### config.mk
export PLATFORM = sky130hd
export DESIGN_NAME = gregorian_date_offset
export DESIGN_NICKNAME = d
export VERILOG_FILES = /design/src/rtl/gdo_pkg.sv /design/src/rtl/gdo_front.sv /design/src/rtl/gdo_split.sv /design/src/rtl/gregorian_date_offset.sv
export SDC_FILE = /design/constraint.sdc
export NUM_CORES = 2
export LEC_CHECK = 0
export ABC_CLOCK_PERIOD_IN_PS = 17950
export BUFFER_PORTS_ARGS = -buffer_cell sky130_fd_sc_hd__buf_4
export CAP_MARGIN = 20
export CORE_MARGIN = 2
export CORE_UTILIZATION = 30
export DETAILED_ROUTE_END_ITERATION = 8
export HOLD_SLACK_MARGIN = 0.1
export PLACE_DENSITY = 0.49
export SETUP_SLACK_MARGIN = 0.1
export SLEW_MARGIN = 5
export SYNTH_ARGS = -nofsm -noshare
export SYNTH_HDL_FRONTEND = slang
export SYNTH_SLANG_ARGS = --single-unit
### constraint.sdc
create_clock -name aclk -period 17.95 [get_ports aclk]
set_input_delay 3.59 -clock aclk [delete_from_list [all_inputs] [get_ports aclk]]
set_output_delay 3.59 -clock aclk [all_outputs]
set_load 0.005 [all_outputs]
### src/rtl/gdo_pkg.sv
// Shared types, constants and calendar helpers for the date offset block.
package gdo_pkg;

    localparam int unsigned MAX_YEAR_DEF = 9999;

    localparam int unsigned YEAR_W   = 14;
    localparam int unsigned MONTH_W  = 4;
    localparam int unsigned DAY_W    = 5;
    localparam int unsigned OFF_W    = 23;
    localparam int unsigned DNUM_W   = 22;
    // serial counts for years up to 16383 fit in 23 bits; sums with offset and
    // the last day of a 65535-year limit fit in 26 signed bits
    localparam int unsigned SER_W    = 23;
    localparam int unsigned TOT_W    = 26;
    // century count of a 14-bit year, and 400-year count of a 65535-year range
    localparam int unsigned CENT_W   = 8;
    localparam int unsigned Q400_W   = 8;

    localparam int unsigned DAYS_400 = 146097;
    localparam int unsigned DAYS_100 = 36524;
    localparam int unsigned DAYS_4   = 1461;
    localparam int unsigned DAYS_1   = 365;

    // reciprocal multipliers: x / D == (x * MUL) >> SH over the ranges used
    localparam int unsigned DIV100_MUL   = 5243;      // x < 43690
    localparam int unsigned DIV100_SH    = 19;
    localparam int unsigned DIV400Y_MUL  = 15051803;  // x / 146097, x < 2^28
    localparam int unsigned DIV400Y_SH   = 41;
    localparam int unsigned DIV1461_MUL  = 45934;     // x < 94000
    localparam int unsigned DIV1461_SH   = 26;

    // days before the start of each month, common year
    function automatic logic [8:0] month_start(input logic [3:0] m);
        logic [8:0] r;
        case (m)
            4'd1:    r = 9'd0;
            4'd2:    r = 9'd31;
            4'd3:    r = 9'd59;
            4'd4:    r = 9'd90;
            4'd5:    r = 9'd120;
            4'd6:    r = 9'd151;
            4'd7:    r = 9'd181;
            4'd8:    r = 9'd212;
            4'd9:    r = 9'd243;
            4'd10:   r = 9'd273;
            4'd11:   r = 9'd304;
            4'd12:   r = 9'd334;
            default: r = 9'd0;
        endcase
        return r;
    endfunction

    // status from the front stage to the split stage
    typedef struct packed {
        logic                valid;
        logic [DNUM_W-1:0]   dnum;
        logic                oor;
        logic [TOT_W-1:0]    n;      // zero-based shifted count
    } front_t;

endpackage

### src/rtl/gdo_front.sv
// Front stages: serial day number of the input date and range test of the shifted count.
module gdo_front
    import gdo_pkg::*;
#(
    parameter int unsigned MAX_YEAR = MAX_YEAR_DEF
) (
    input  logic                     aclk,
    input  logic                     aresetn,
    input  logic                     en,
    input  logic                     in_valid,
    input  logic [YEAR_W-1:0]        year,
    input  logic [MONTH_W-1:0]       month,
    input  logic [DAY_W-1:0]         day,
    input  logic signed [OFF_W-1:0]  day_offset,
    output front_t                   out
);
    localparam int unsigned LAST_I = MAX_YEAR * 365 + MAX_YEAR / 4 - MAX_YEAR / 100
                                     + MAX_YEAR / 400;
    localparam logic [TOT_W-1:0] LAST = TOT_W'(LAST_I);

    // stage A: clamp, year-1 and its century count
    logic                     va_reg;
    logic [YEAR_W-1:0]        ym1_reg;
    logic [CENT_W-1:0]        c1_reg;    // (year-1) / 100
    logic [MONTH_W-1:0]       m_reg;
    logic [DAY_W-1:0]         d_reg;
    logic signed [OFF_W-1:0]  off_reg;

    logic [YEAR_W-1:0]  y_c;
    logic [YEAR_W-1:0]  ym1_c;
    logic [MONTH_W-1:0] m_c;
    logic [26:0]        c1_prod_c;

    always_comb begin
        y_c = (year == '0) ? YEAR_W'(1) : year;
        m_c = (month == '0) ? MONTH_W'(1) : ((month > MONTH_W'(12)) ? MONTH_W'(12) : month);
        ym1_c = y_c - YEAR_W'(1);
        // divide by 100 through a reciprocal, exact for every 14-bit year
        c1_prod_c = 27'(ym1_c) * 27'(DIV100_MUL);
    end

    always_ff @(posedge aclk) begin
        if (!aresetn) begin
            va_reg <= 1'b0;
        end else if (en) begin
            va_reg <= in_valid;
        end
        if (en) begin
            ym1_reg <= ym1_c;
            c1_reg  <= CENT_W'(c1_prod_c >> DIV100_SH);
            m_reg   <= m_c;
            d_reg   <= day;
            off_reg <= day_offset;
        end
    end

    // stage B: serial = days through year-1 + month start + day
    logic               vb_reg;
    logic [SER_W-1:0]   ser_reg;
    logic signed [OFF_W-1:0] offb_reg;

    logic             leap_c;
    logic [SER_W-1:0] ser_c;
    always_comb begin
        // year is ym1+1: multiple of 4 when ym1 is 3 mod 4, of 100 when ym1 is
        // 99 mod 100, and then of 400 when the century count is 3 mod 4
        leap_c = (ym1_reg[1:0] == 2'd3)
               && ((15'(c1_reg) * 15'd100 + 15'd99 != 15'(ym1_reg)) || (c1_reg[1:0] == 2'd3))
               && (m_reg > MONTH_W'(2));
        ser_c = SER_W'(ym1_reg) * SER_W'(365) + SER_W'(ym1_reg >> 2)
              - SER_W'(c1_reg) + SER_W'(c1_reg >> 2)
              + SER_W'(month_start(m_reg)) + SER_W'(d_reg) + SER_W'(leap_c);
    end

    always_ff @(posedge aclk) begin
        if (!aresetn) begin
            vb_reg <= 1'b0;
        end else if (en) begin
            vb_reg <= va_reg;
        end
        if (en) begin
            ser_reg  <= ser_c;
            offb_reg <= off_reg;
        end
    end

    // stage C: shifted total and range test
    logic signed [TOT_W-1:0] tot_c;
    always_comb begin
        tot_c = $signed(TOT_W'(ser_reg)) + TOT_W'(offb_reg);
    end

    always_ff @(posedge aclk) begin
        if (!aresetn) begin
            out.valid <= 1'b0;
        end else if (en) begin
            out.valid <= vb_reg;
        end
        if (en) begin
            out.dnum <= ser_reg[DNUM_W-1:0];
            out.oor  <= (tot_c < $signed(TOT_W'(1))) || (tot_c > $signed(LAST));
            out.n    <= tot_c - TOT_W'(1);
        end
    end
endmodule

### src/rtl/gdo_split.sv
// Back stages: break a zero-based day count into year, month and day.
module gdo_split
    import gdo_pkg::*;
(
    input  logic               aclk,
    input  logic               aresetn,
    input  logic               en,
    input  front_t             in,
    output logic               out_valid,
    output logic [DNUM_W-1:0]  dnum,
    output logic [YEAR_W-1:0]  new_year,
    output logic [MONTH_W-1:0] new_month,
    output logic [DAY_W-1:0]   new_day,
    output logic               oor
);
    // stage D: 400-year cycles by reciprocal multiplication
    logic               vd_reg, od_reg;
    logic [DNUM_W-1:0]  dd_reg;
    logic [TOT_W-1:0]   nd_reg;
    logic [Q400_W-1:0]  q400d_reg;
    logic [49:0]        p400_c;
    always_comb begin
        p400_c = 50'(in.n) * 50'(DIV400Y_MUL);
    end

    always_ff @(posedge aclk) begin
        if (!aresetn) begin
            vd_reg <= 1'b0;
        end else if (en) begin
            vd_reg <= in.valid;
        end
        if (en) begin
            od_reg    <= in.oor;
            dd_reg    <= in.dnum;
            nd_reg    <= in.n;
            q400d_reg <= Q400_W'(p400_c >> DIV400Y_SH);
        end
    end

    // stage E: remainder within the 400-year cycle
    logic               ve_reg, oe_reg;
    logic [DNUM_W-1:0]  de_reg;
    logic [Q400_W-1:0]  q400e_reg;
    logic [17:0]        r400_reg;
    always_ff @(posedge aclk) begin
        if (!aresetn) begin
            ve_reg <= 1'b0;
        end else if (en) begin
            ve_reg <= vd_reg;
        end
        if (en) begin
            oe_reg    <= od_reg;
            de_reg    <= dd_reg;
            q400e_reg <= q400d_reg;
            r400_reg  <= 18'(nd_reg - TOT_W'(q400d_reg) * TOT_W'(DAYS_400));
        end
    end

    // stage F: centuries, last one of the cycle holds the extra day
    logic [1:0]  q100_c;
    logic [15:0] r100_c;
    always_comb begin
        if (r400_reg >= 18'(3 * DAYS_100)) begin
            q100_c = 2'd3;
        end else if (r400_reg >= 18'(2 * DAYS_100)) begin
            q100_c = 2'd2;
        end else if (r400_reg >= 18'(DAYS_100)) begin
            q100_c = 2'd1;
        end else begin
            q100_c = 2'd0;
        end
        r100_c = 16'(r400_reg - 18'(q100_c) * 18'(DAYS_100));
    end

    logic               vf_reg, of_reg;
    logic [DNUM_W-1:0]  df_reg;
    logic [Q400_W-1:0]  q400f_reg;
    logic [1:0]         q100f_reg;
    logic [15:0]        r100f_reg;
    always_ff @(posedge aclk) begin
        if (!aresetn) begin
            vf_reg <= 1'b0;
        end else if (en) begin
            vf_reg <= ve_reg;
        end
        if (en) begin
            of_reg    <= oe_reg;
            df_reg    <= de_reg;
            q400f_reg <= q400e_reg;
            q100f_reg <= q100_c;
            r100f_reg <= r100_c;
        end
    end

    // stage G: 4-year groups by reciprocal multiplication
    logic [31:0] p4_c;
    always_comb begin
        p4_c = 32'(r100f_reg) * 32'(DIV1461_MUL);
    end

    logic               vg_reg, og_reg;
    logic [DNUM_W-1:0]  dg_reg;
    logic [Q400_W-1:0]  q400g_reg;
    logic [1:0]         q100g_reg;
    logic [4:0]         q4g_reg;
    logic [15:0]        r100g_reg;
    always_ff @(posedge aclk) begin
        if (!aresetn) begin
            vg_reg <= 1'b0;
        end else if (en) begin
            vg_reg <= vf_reg;
        end
        if (en) begin
            og_reg    <= of_reg;
            dg_reg    <= df_reg;
            q400g_reg <= q400f_reg;
            q100g_reg <= q100f_reg;
            q4g_reg   <= 5'(p4_c >> DIV1461_SH);
            r100g_reg <= r100f_reg;
        end
    end

    // stage H: single years, year number and leap flag
    logic [10:0] r4_c;
    logic [1:0]  q1_c;
    logic [8:0]  r1_c;
    always_comb begin
        r4_c = 11'(r100g_reg - 16'(q4g_reg) * 16'(DAYS_4));
        if (r4_c >= 11'(3 * DAYS_1)) begin
            q1_c = 2'd3;
        end else if (r4_c >= 11'(2 * DAYS_1)) begin
            q1_c = 2'd2;
        end else if (r4_c >= 11'(DAYS_1)) begin
            q1_c = 2'd1;
        end else begin
            q1_c = 2'd0;
        end
        r1_c = 9'(r4_c - 11'(q1_c) * 11'(DAYS_1));
    end

    logic               vh_reg, oh_reg, leap_reg;
    logic [DNUM_W-1:0]  dh_reg;
    logic [16:0]        ny_reg;
    logic [8:0]         ry_reg;
    always_ff @(posedge aclk) begin
        if (!aresetn) begin
            vh_reg <= 1'b0;
        end else if (en) begin
            vh_reg <= vg_reg;
        end
        if (en) begin
            oh_reg   <= og_reg;
            dh_reg   <= dg_reg;
            ny_reg   <= 17'(q400g_reg) * 17'd400 + 17'(q100g_reg) * 17'd100
                      + 17'(q4g_reg) * 17'd4 + 17'(q1_c) + 17'd1;
            ry_reg   <= r1_c;
            // year ends 4-group with q1==3; century year when q4==24 and q1==3
            leap_reg <= (q1_c == 2'd3) && ((q4g_reg != 5'd24) || (q100g_reg == 2'd3));
        end
    end

    // stage I: month from day of year
    logic [3:0] m_c;
    logic [8:0] st_c, bias;
    always_comb begin
        m_c = 4'd1;
        for (int i = 2; i <= 12; i++) begin
            bias = month_start(4'(i)) + ((i > 2 && leap_reg) ? 9'd1 : 9'd0);
            if (ry_reg >= bias) m_c = 4'(i);
        end
        st_c = month_start(m_c) + ((m_c > 4'd2 && leap_reg) ? 9'd1 : 9'd0);
    end

    always_ff @(posedge aclk) begin
        if (!aresetn) begin
            out_valid <= 1'b0;
        end else if (en) begin
            out_valid <= vh_reg;
        end
        if (en) begin
            dnum      <= dh_reg;
            oor       <= oh_reg;
            new_year  <= oh_reg ? '0 : ny_reg[YEAR_W-1:0];
            new_month <= oh_reg ? '0 : m_c;
            new_day   <= oh_reg ? '0 : DAY_W'(ry_reg - st_c + 9'd1);
        end
    end
endmodule

### src/rtl/gregorian_date_offset.sv
// Top level of the Gregorian date offset pipeline.
//
// Slave channel s_*: one transaction carries a date (year, month, day) and a
// signed day offset. Master channel m_*: one transaction per input carries the
// serial day number of the date (0001-01-01 is day 1), the shifted date and an
// out_of_range flag; the shifted date reads zero when out of range.
//
// Nine register stages: clamp and century count, serial sum, add and range
// test, 400-year quotient, 400-year remainder, century split, 4-year quotient,
// single-year split, month search. The result of an accepted input passes
// through all nine before m_tvalid rises. One transaction is accepted per
// cycle while the output moves.
// The pipeline advances as a whole: when m_tready is low and the last stage
// holds a result, every stage holds and s_tready falls; nothing is lost.
// Reset (aresetn low, synchronous) clears all valid bits.
module gregorian_date_offset
    import gdo_pkg::*;
#(
    parameter int unsigned MAX_YEAR = MAX_YEAR_DEF
) (
    input  logic        aclk,
    input  logic        aresetn,
    input  logic        s_tvalid,
    output logic        s_tready,
    input  logic [47:0] s_tdata,   // year[13:0], month[17:14], day[22:18], day_offset[45:23]
    output logic        m_tvalid,
    input  logic        m_tready,
    output logic [47:0] m_tdata    // day_number[21:0], new_year[35:22], new_month[39:36],
                                   // new_day[44:40], out_of_range[45]
);
    logic en;
    front_t front;
    logic [DNUM_W-1:0]  dnum;
    logic [YEAR_W-1:0]  ny;
    logic [MONTH_W-1:0] nm;
    logic [DAY_W-1:0]   nd;
    logic               oor;

    assign en       = m_tready || !m_tvalid;
    assign s_tready = en;

    gdo_front #(.MAX_YEAR(MAX_YEAR)) u_front (
        .aclk, .aresetn, .en,
        .in_valid   (s_tvalid),
        .year       (s_tdata[13:0]),
        .month      (s_tdata[17:14]),
        .day        (s_tdata[22:18]),
        .day_offset ($signed(s_tdata[45:23])),
        .out        (front)
    );

    gdo_split u_split (
        .aclk, .aresetn, .en,
        .in        (front),
        .out_valid (m_tvalid),
        .dnum, .new_year(ny), .new_month(nm), .new_day(nd), .oor
    );

    assign m_tdata = {2'b00, oor, nd, nm, ny, dnum};
endmodule
==> results by stage <==
Cells and area:
- The register bank with the most flops is u_front.out.
- 0 antenna diodes ended up in the layout.
- The synthesis-to-finish area growth is 11.0%.
- The final layout contains ~5400 nets.
- The flip-flop count of the largest register, all copies and words added is 50.
- The leading cell type in the layout, fill and taps excluded is sky130_fd_sc_hd__inv_1.
- The final cell area excluding filler cells is 50100 µm².
- The fraction of final layout cells sized beyond drive strength 1 is under 10%.
- The library cells used most frequently in the layout, excluding fill and tap cells, are sky130_fd_sc_hd__inv_1, sky130_fd_sc_hd__ha_1, sky130_fd_sc_hd__fa_1.

Global routing:
- The via count of the first global-routing pass is around 28000.
- The global routing usage on met3 is ~1.4%.
- The most used routing layer is met2.
- Global routing used 22.2% of the available met2 tracks.
- The remaining global-route overflow is 0.
- Global routing used between 10% and 20% of the available met1 tracks.
- The global-route total usage across every layer is approximately 12%.
- Entering global routing, the biggest net connects 158 pins.
- The wire length of the first global-routing pass is 151 mm.
- The initial antenna violation count is 0.

Synth:
- The average instance area after synthesis is 11.8 µm².
- Yosys mapped a number of flops with a built-in enable equal to 438.
- The synthesized netlist devotes under 10% of its cell area to compound gates.
- The number of distinct library cells after synthesis is between 90 and 100.
- The commonest register cell after synthesis is sky130_fd_sc_hd__edfxtp_1.
- The share of synthesized flip-flops with an asynchronous set or reset is 0%.
- The cell count after synthesis is about 3800.
- Yosys printed 0 warnings.
- The synthesized design contains 447 register bits.
- In the post-synthesis netlist, the biggest area contributors are sky130_fd_sc_hd__edfxtp_1, sky130_fd_sc_hd__fa_1, sky130_fd_sc_hd__ha_1, sky130_fd_sc_hd__inv_1, sky130_fd_sc_hd__xnor2_1.
- After synthesis the cells add up to 45100 µm².
- The synthesized-area fraction occupied by and/or/nand/nor cells is 5.08%.
- The arithmetic-cell share of the synthesized area counting full adders, half adders and majority gates is 46.6%.
- The largest family of logic cells by synthesized area is adder cells.
- The largest area contributor in the netlist is sky130_fd_sc_hd__edfxtp_1.
- Multiplexer cells account for less than 1% of the synthesized area.
- The fraction of post-synthesis cell area in the top cell type by area is between 20 and 30%.
- The share of the yosys chip area belonging to registers is roughly 30%.
- Of the total synthesized cell area, the portion taken by XOR and XNOR cells is under 10%.

Timing:
- The worst path needs 10.44 ns of the cycle, external delays included.
- The number of endpoints with negative hold slack in the final report came to 0.
- The final count of negative-setup-slack endpoints is 0.
- Setup repair after global routing left no endpoint under its margin.
- Across all hold checks on the routed design, the worst slack comes to around 0.38 ns.
- Based on the critical path, the design can be clocked at up to about 96 MHz.
- Adding up every negative setup slack in the final design gives 0 ns.
- The number of max-slew violations in the final report is 0.
- The worst-margin pin slew is ~0.99 ns.
- The ratio of final minimum period to clock period is about 58%.
- The worst pin sits at a relative slew slack of between 30% and 40%.
- For the final database, setup skew stands at approximately 0.047 ns.

Clocking:
- In this run, post-CTS hold repair placed 0 buffers.
- In this run the deepest clock path goes through 3 buffers.
- The number of setup buffers added after CTS is 0.
- The latest clock arrival within the worst-skew pair is around 0.67 ns.
- The root buffer selected by CTS is sky130_fd_sc_hd__clkbuf_16.
- The H-tree was split into 2 levels.
- The number of buffers created by CTS is 54.
- The TritonCTS sink count is 447.
- The post-cts repair resize count is 0.
- TritonCTS built the clock tree.
- The clock transition at the registers of the reported paths is around 0.060 ns.

Setup path:
- The arrival time reported for the critical path endpoint is 10.85 ns.
- The sort of element at the end of the critical path is a register.
- The nature of the critical path startpoint is an input pin.
- The cell repeated most along the worst path is sky130_fd_sc_hd__fa_1.
- The maximum net fanout on the critical path is 8.
- The type of the setup path with the least slack is input pin to register.
- The kind of cell adding the most delay to the critical path is adder cells.
- On the critical path, the stage with the largest delay is an instance of sky130_fd_sc_hd__xor2_1.
- Counting both buffers and inverters, the worst setup path holds a total of 5.
- In this design, the stage delay of the slowest critical-path cell is around 0.6 ns.
- The required time at the endpoint of the critical path is about 18 ns.

Run status:
- The flow ran to the end, and the final reports show no timing, DRC or antenna violations.

Floorplan:
- The overall die height is just under 400 µm.
- In this run the standard cell core region covers 150000 µm².
- The die is 392 µm wide.
- The top-level port count is approximately 100.
- The row count is 142.
- The area of the die is between 150000 and 200000 µm².
- The initial core utilization is a little under a third.

Place:
- Once detailed placement completed, the half-perimeter wirelength came to 76.6 mm.
- The post-placement cell area is a little under 50000 µm².
- The congestion estimate from routability-driven global placement came to 0.817.
- The quantity of I/O buffers inserted on ports is 97.

Routing:
- The count of nets left with antenna violations after detail routing is 0.
- The remaining design rule violation count is 0.
- In the final routed layout, each cell accounts on average for roughly 15 µm.
- The detailed router placed ~26000 vias in this run.
- The detailed router finished its first iteration with roughly 1000 violations.
- Summed over all layers, the routed wires come to 91.8 mm.
- The detailed-routing iteration count for the pre-antenna-repair pass is 5.
- Dividing the detail-routed via count by the number of cells gives 4.35.

Run:
- Across the run, the number of max-cap violations was 0.

Min path:
- The kind of path behind the tightest hold check is register to register.
==> per-stage QoR <==
stage / utilization (%) / std cells / setup WS, ns
floorplan: - / 3835 / 2.29
global placement: 32.3 / 5926 / 6.87
detailed placement: 32.3 / 5926 / 6.82
CTS: 33.5 / 6028 / 7.54
global route: 33.5 / 6029 / 7.07
finish: 33.5 / 6029 / 7.51
==> worst register-to-register path: cells and delay by family (launching register included) <==
family                     cells  cell delay [ns]
buffers and inverters          4             0.21
xor gates and xnor gates       2             0.25
and+or+nand+nor                3             0.58
DFF                            1             0.56
AOI/OAI and AO/OA             13             3.31
adders and majority gates     11             4.59
==> cell type report <==
class / instances / area, µm²
fillers: 15100 / 99500
multi-input cells: 2452 / 28300
flip-flops and latches: 447 / 13300
inverters: 907 / 3410
well taps: 2016 / 2520
clock buffers: 67 / 1410
repair buffers: 105 / 821
clock inverters: 35 / 315
==> final timing paths <==
kind / slack [ns] / end / depth (start not counted) / start
min: 0.38 / u_split.dd_reg[10] / 0 / u_front.out[37]
min reg2reg: 0.38 / u_split.dd_reg[10] / 0 / u_front.out[37]
max reg2reg: 8.18 / u_front.ser_reg[21] / 33 / u_front.c1_reg[2]
max: 7.51 / u_front.c1_reg[6] / 26 / s_tdata[3]
==> cells in the mapped netlist (11+ instances only) <==
library cell	number
sky130_fd_sc_hd__o21ai_0	66
sky130_fd_sc_hd__o211ai_1	15
sky130_fd_sc_hd__clkbuf_1	18
sky130_fd_sc_hd__o21a_1	25
sky130_fd_sc_hd__ha_1	790
sky130_fd_sc_hd__nand4_1	19
sky130_fd_sc_hd__a31oi_1	16
sky130_fd_sc_hd__o31ai_1	12
sky130_fd_sc_hd__nor2_1	103
sky130_fd_sc_hd__nand2_1	112
sky130_fd_sc_hd__nand2b_1	19
sky130_fd_sc_hd__a211o_1	12
sky130_fd_sc_hd__fa_1	557
sky130_fd_sc_hd__a21o_1	49
sky130_fd_sc_hd__nand3_1	29
sky130_fd_sc_hd__xnor2_1	140
sky130_fd_sc_hd__o21bai_1	20
sky130_fd_sc_hd__xor2_1	56
sky130_fd_sc_hd__or3_1	14
sky130_fd_sc_hd__nor2b_1	37
sky130_fd_sc_hd__and3_1	11
sky130_fd_sc_hd__or2_2	11
sky130_fd_sc_hd__edfxtp_1	438
sky130_fd_sc_hd__a211oi_1	15
sky130_fd_sc_hd__inv_1	906
sky130_fd_sc_hd__a21oi_1	118
sky130_fd_sc_hd__nor3_1	35
sky130_fd_sc_hd__a21boi_0	14
sky130_fd_sc_hd__nor4_1	14
==> metal layers <==
metal / vias to the layer above / share of wire, %
li1: 13000 / -
met1: 12900 / 45
met2: 247 / 50
met3: 110 / 2.6
met4: 0 / 2.0
met5: - / 0
==> logic make-up (layout without fill, tap and decap cells) <==
| family | after synthesis | after routing |
|---|---|---|
| adders and majority gates | 1347 | 1347 |
| buffers and inverters | 936 | 1114 |
| and+or+nand+nor | 450 | 450 |
| DFF | 447 | 447 |
| AOI/OAI and AO/OA | 446 | 446 |
| xor gates and xnor gates | 198 | 198 |
| muxes | 9 | 9 |
| other | 1 | 2 |
Power is not shown: default switching activity piles up to over one toggle a cycle in this logic, so the estimate is an artifact.
